### config.mk
export PLATFORM = sky130hd
export DESIGN_NAME = lpks_seq
export DESIGN_NICKNAME = d
export VERILOG_FILES = /design/src/sv/lpks_pkg.sv /design/src/sv/lpks_seq.sv
export SDC_FILE = /design/constraint.sdc
export NUM_CORES = 1
export LEC_CHECK = 0
export BUFFER_PORTS_ARGS = -buffer_cell sky130_fd_sc_hd__buf_2
export CAP_MARGIN = 0
export CORE_UTILIZATION = 46
export CTS_CLUSTER_SIZE = 28
export DETAILED_ROUTE_END_ITERATION = 6
export GPL_ROUTABILITY_DRIVEN = 0
export PLACE_DENSITY = 0.85
export SLEW_MARGIN = 25
export SYNTH_ARGS = -nofsm -noshare
export SYNTH_HDL_FRONTEND = slang
export SYNTH_SLANG_ARGS = --single-unit
### constraint.sdc
create_clock -name clk -period 2.5 [get_ports clk]
set_clock_uncertainty 0.2 [all_clocks]
set_input_delay 0.375 -clock clk [delete_from_list [all_inputs] [get_ports clk]]
set_output_delay 0.375 -clock clk [all_outputs]
set_load 0.02 [all_outputs]
### src/sv/lpks_pkg.sv
package lpks_pkg;

	typedef enum logic {
		CMD_ADD = 1'b0,
		CMD_DEL = 1'b1
	} cmd_t;

	typedef struct packed {
		logic done;
		logic success;
	} res_t;

endpackage

### src/sv/lpks_seq.sv
module lpks_seq #(
	parameter int HOME_BITS   = 8,
	parameter int HOME_SPREAD = 2,
	parameter int PROBE_LIMIT = 256,
	parameter int SKW         = 32,
	localparam int TABLE_BITS = HOME_BITS + HOME_SPREAD,
	localparam int CW         = $clog2(PROBE_LIMIT + 1)
) (
	input  logic                  clk,
	input  logic                  arst_n,
	input  logic                  start,
	output logic                  ready,
	input  lpks_pkg::cmd_t        cmd,
	input  logic [SKW-1:0]        key,
	input  logic                  out_take,
	output lpks_pkg::res_t        res,
	output logic                  ram_we,
	output logic [TABLE_BITS-1:0] ram_waddr,
	output logic [SKW:0]          ram_wdata,
	output logic                  ram_re,
	output logic [TABLE_BITS-1:0] ram_raddr,
	input  logic [SKW:0]          ram_rdata
);

	typedef enum logic [3:0] {
		ST_CLEAR  = 4'b0001,
		ST_IDLE   = 4'b0010,
		ST_PROBE  = 4'b0100,
		ST_FINISH = 4'b1000
	} state_t;

	state_t                st_q;
	logic [TABLE_BITS-1:0] clr_q;
	logic [TABLE_BITS-1:0] addr_q;
	logic [CW-1:0]         cnt_q;
	lpks_pkg::cmd_t        cmd_q;
	logic [SKW-1:0]        key_q;
	logic                  ok_q;
	logic                  rv_s1;
	logic                  last_s1;
	logic [TABLE_BITS-1:0] addr_s1;

	logic [HOME_BITS+SKW-1:0] key_ext;
	logic [TABLE_BITS-1:0]    home;
	logic                     slot_vld;
	logic                     hit;
	logic                     decide;
	logic                     decide_ok;
	logic                     probe_we;
	logic                     probe_wvld;
	logic                     issue;

	assign key_ext = (HOME_BITS + SKW)'(key);
	assign home    = TABLE_BITS'(key_ext[HOME_BITS-1:0]) << HOME_SPREAD;

	assign slot_vld = ram_rdata[SKW];
	assign hit      = slot_vld && (ram_rdata[SKW-1:0] == key_q);

	always_comb begin
		decide     = 1'b0;
		decide_ok  = 1'b0;
		probe_we   = 1'b0;
		probe_wvld = 1'b0;
		if (st_q == ST_PROBE && rv_s1) begin
			unique case (cmd_q)
				lpks_pkg::CMD_ADD: begin
					if (!slot_vld) begin
						decide     = 1'b1;
						decide_ok  = 1'b1;
						probe_we   = 1'b1;
						probe_wvld = 1'b1;
					end else if (hit) begin
						decide = 1'b1;
					end
				end
				lpks_pkg::CMD_DEL: begin
					if (hit) begin
						decide    = 1'b1;
						decide_ok = 1'b1;
						probe_we  = 1'b1;
					end
				end
				default: begin
					decide = 1'b1;
				end
			endcase
			if (!decide && last_s1) begin
				decide = 1'b1;
			end
		end
	end

	assign issue = (st_q == ST_PROBE) && !decide && (cnt_q != CW'(PROBE_LIMIT));

	assign ram_re    = issue;
	assign ram_raddr = addr_q;
	assign ram_we    = (st_q == ST_CLEAR) || probe_we;
	assign ram_waddr = (st_q == ST_CLEAR) ? clr_q : addr_s1;
	assign ram_wdata = (st_q == ST_CLEAR) ? '0
		: (probe_wvld ? {1'b1, key_q} : '0);

	assign ready       = (st_q == ST_IDLE);
	assign res.done    = (st_q == ST_FINISH);
	assign res.success = ok_q;

	always_ff @(posedge clk or negedge arst_n) begin
		if (!arst_n) begin
			st_q    <= ST_CLEAR;
			clr_q   <= '0;
			cnt_q   <= '0;
			rv_s1   <= 1'b0;
			last_s1 <= 1'b0;
			ok_q    <= 1'b0;
		end else begin
			rv_s1 <= issue;
			if (issue) begin
				last_s1 <= (cnt_q == CW'(PROBE_LIMIT - 1));
				addr_s1 <= addr_q;
				addr_q  <= addr_q + 1'b1;
				cnt_q   <= cnt_q + 1'b1;
			end
			unique case (st_q)
				ST_CLEAR: begin
					clr_q <= clr_q + 1'b1;
					if (&clr_q) begin
						st_q <= ST_IDLE;
					end
				end
				ST_IDLE: begin
					if (start) begin
						cmd_q  <= cmd;
						key_q  <= key;
						addr_q <= home;
						cnt_q  <= '0;
						st_q   <= ST_PROBE;
					end
				end
				ST_PROBE: begin
					if (decide) begin
						ok_q <= decide_ok;
						st_q <= ST_FINISH;
					end
				end
				ST_FINISH: begin
					if (out_take) begin
						st_q <= ST_IDLE;
					end
				end
				default: begin
					st_q <= ST_IDLE;
				end
			endcase
		end
	end

`ifndef SYNTH
	a_cnt_bound: assert property (@(posedge clk) disable iff (!arst_n)
		cnt_q <= CW'(PROBE_LIMIT))
		else $error("probe count beyond limit");

	a_start_probe: assert property (@(posedge clk) disable iff (!arst_n)
		(start && st_q == ST_IDLE) |=> (st_q == ST_PROBE))
		else $error("accepted transaction did not start probing");

	a_probe_write: assert property (@(posedge clk) disable iff (!arst_n)
		(ram_we && st_q != ST_CLEAR) |-> (st_q == ST_PROBE && rv_s1 && decide_ok))
		else $error("table write outside a successful probe");

	a_no_issue_wait: assert property (@(posedge clk) disable iff (!arst_n)
		(st_q == ST_FINISH) |-> (!ram_re && !ram_we))
		else $error("table access while result waits");
`endif

endmodule

==> results.py <==
metrics = {
    "status": {
        "status": "finished, violations left",
        "violations": "DRC, setup timing",
    },
    "cells_and_area": {
        "syn2layout_area_growth_pct": 56.7,
        "fill_cells": 472,
        "drive_gt1_share_pct": 50.1,
        "nets": 605,
        "multi_input_area_sq_um": 1940,
        "fin_cells": 640,
        "regArea_sq_um": 2240,
        "diodes": 0,
        "fin_area_sq_um": 6150,
    },
    "global_routing": {
        "grt_max_degree": 34,
        "first_global_vias": 3638,
        "antenna_found_initial": 0,
        "grtUsageTotal_pct": 30.1,
        "grt_pass1_wl_mm": 19.6,
        "gr-total-overflow": 0,
    },
    "floorplan": {
        "initial_core_util_pct": 47.6,
        "die-area_sq_um": 8910,
        "coreArea_sq_um": 8260,
        "die_h_microns": 94.4,
        "ios": 128,
        "dieWidth_microns": 94.4,
        "rows": 33,
    },
    "pwr": {
        "switching_power_uw": 2190,
        "p_comb_share_pct": 47.2,
        "p_per_area_nw_per_um2": 882,
        "p_sw_share_pct": 40.4,
        "p_leak_uw": 0.00263,
        "intPower_uw": 3230,
        "seqPwrFrac_pct": 36.3,
        "clkPwrFrac_pct": 16.4,
        "peakVddDrop_mv": 0.541,
    },
    "setup_path": {
        "path_max_fanout": 4,
        "reg2reg_from": "st_q[1]",
        "reg2reg_depth": 10,
        "ff2ff_setup_slack_ns": -0.61,
        "reg2reg_to": "ram_raddr[7]",
        "crit_path_end_kind": "flop",
        "worst-setup-path-type": "reg2reg",
        "critPathLaunchType": "flop",
        "endpoint": "ram_raddr[7]",
        "required_ns": 2.41,
        "startpoint": "st_q[1]",
        "worstPathArrival_ns": 3.01,
    },
    "logic_synthesis": {
        "syn_area_per_cell_sq_um": 12.0,
        "synth_edf_count": 53,
        "ys_seq_area_share_pct": 57.1,
        "yosys_warnings": 0,
        "ys_ff_latch": 79,
        "syn_inst": 328,
        "synth_ff_type": "edfxtp_1",
        "synth_fp_nets": 403,
        "async_flop_share_pct": 32.9,
        "synth.cell_area_sq_um": 3930,
        "synthDistinctLibCells": 45,
    },
    "place": {
        "io_buffers": 127,
        "post-place-ws_ns": -0.219,
        "place_area_sq_um": 4900,
        "dp.cells": 570,
        "hpwl_mm": 7.41,
    },
    "timing": {
        "tightest_slew_ns": 0.575,
        "relSlewSlack_pct": 61.7,
        "hold_violations": 0,
        "tns_ns": -25.07,
        "fmax_ghz": 0.322,
        "setup_viol": 75,
        "period_share_pct": 124,
        "rsz0062_at_grt": "true",
        "slew_viol_final": 0,
        "layout_min_cycle_time_ns": 3.11,
        "setup_ws_ns": -0.608,
    },
    "routing": {
        "avgRoutedWirePerCell_microns": 25.1,
        "wl_mm": 16.1,
        "via_per_inst": 6.28,
        "drc_errors": 4,
        "first_iter_violations": 322,
        "firstDrtPassIters": 7,
        "num_vias": 4019,
        "ant_nets": 0,
    },
    "clock_network": {
        "insertion_delay_ns": 0.38,
        "cts_tree": "built",
        "cts.clk_slew.worst_paths_ns": 0.10,
        "htreeDepth": 3,
        "numCtsBuffers": 9,
        "cts_sinks": 79,
        "cts-root-buf": "clkbuf_8",
        "cts_max_path_buffers": 2,
    },
    "worst_hold_path": {
        "hold_class": "in2reg",
    },
    "flow_run": {
        "maxCapViolCount": 0,
    },
}
[area by class of cell]
class / count / share of cell area, %
clock buffers: 9 / 2.01
clock inverters: 7 / 0.773
inverters: 8 / 0.488
multi-input cells: 233 / 31.5
flip-flops and latches: 79 / 36.5
well taps: 105 / 2.14
repair buffers: 199 / 26.7
[registers in the layout, indices dropped and copies added, names as in the netlist]
name,count
st_q,4
rv_s1,1
ram_raddr,10
last_s1,1
ok_q,1
addr_s1,10
cmd_q,1
clr_q,10
cnt_q,9
key_q,32
[power groups by stage]
stage | Clock (uW) | Combinational (uW) | Sequential [uW]
global placement | 0 | 1480 | 1910
detailed placement | 0 | 1540 | 1930
floorplan | 0 | 916 | 1950
global route | 941 | 2650 | 1990
CTS | 848 | 2020 | 1910
finish | 892 | 2560 | 1970
[cell usage after synthesis (3+ instances only)]
cell | instances | area (sq um)
a21oi_1 | 5 | 25.0
a31oi_1 | 5 | 31.3
and2_1 | 36 | 225
and3_1 | 7 | 43.8
clkbuf_1 | 5 | 18.8
dfrtp_1 | 25 | 626
edfxtp_1 | 53 | 1590
ha_1 | 5 | 62.6
inv_1 | 8 | 30.0
mux2_2 | 12 | 135
mux2i_1 | 3 | 30.0
nand2_1 | 17 | 63.8
nand3_1 | 7 | 35.0
nand4_1 | 6 | 37.5
nor2_1 | 24 | 90.1
nor3_1 | 4 | 20.0
nor4_1 | 7 | 43.8
o2111ai_1 | 4 | 35.0
o21ai_0 | 12 | 60.1
o31ai_1 | 6 | 45.0
or3_1 | 4 | 25.0
or4_1 | 5 | 37.5
xnor2_1 | 6 | 52.6
xor2_1 | 39 | 342
[layer usage]
metal / routed length [microns] / track usage (%) / share of wire [%]
met1: 5550 / 34.9 / 35
met2: 7730 / 50.9 / 48
met3: 1460 / 6.12 / 9.1
met4: 1310 / 18.5 / 8.2
met5: 0 / 0 / 0
[critical path: stages (launching register included)]
cell	delay (ns)
dfrtp_1	0.40
or4b_4	0.55
buf_4	0.16
buf_6	0.11
nor3_4	0.19
o2bb2ai_4	0.20
buf_4	0.16
buf_6	0.13
o2111ai_2	0.17
xor2_1	0.44
o21ai_1	0.13
[kinds of logic (layout without fill, tap and decap cells)]
kind of cell,Yosys count,in the layout,synth area share [%]
AOI/OAI and AO/OA,41,41,7.01
xor gates and xnor gates,45,45,10.0
muxes,15,15,4.21
buffers and inverters,18,223,1.98
DFF,79,79,57.1
adders and majority gates,5,5,1.59
and+or+nand+nor,125,127,18.1
[how the worst min path moves through the flow]
stage	slack (ns)	to	startpoint	cells past startpoint
after floorplan	-0.12	clr_q[0]	arst_n	0
final	0.008	key_q[6]	key[6]	1
after global placement	0.20	clr_q[1]	arst_n	2
after detailed placement	0.20	clr_q[0]	arst_n	2
after CTS	0.001	key_q[20]	key[20]	1
after global routing	0.006	key_q[6]	key[6]	1
[metrics by stage]
stage               utilization [%]  total power (uW)  hold WS, ns
floorplan                         -              2870       -0.121
global placement               59.4              3400        0.196
detailed placement             59.4              3470        0.199
CTS                            71.9              4780      0.00149
global route                   74.5              5580      0.00646
finish                         74.5              5420      0.00812
[what timing repair did]
| item | in CTS | in global routing |
|---|---|---|
| endpoints found under the hold margin | 49 | 2 |
| cloned | 5 | 1 |
| setup buffers | 19 | 9 |
| resized for setup | 126 | 53 |
| setup endpoints to repair | 73 | 77 |
| pin swaps | 32 | 12 |
| hold buffers | 25 | 2 |
[layout by cell type, fill, tap and decap left out, drive strengths merged, types with 2 or more instances in the layout]
cell,n
mux2i,3
and3,7
nor4,8
mux2,12
nand3,7
o2111ai,4
clkinv,2
and2,37
o21a,2
a21oi,5
xnor2,6
nor3,5
clkbuf,9
dfrtp,25
nand4,6
nor2,26
dlygate4sd3,27
or4,5
o21ai,13
xor2,39
buf,172
nor4b,2
ha,5
inv,9
or3,4
a31oi,5
clkinvlp,4
nand2,17
o31ai,6
edfxtp,53
No activity file was read; power rests on OpenSTA's default activity.
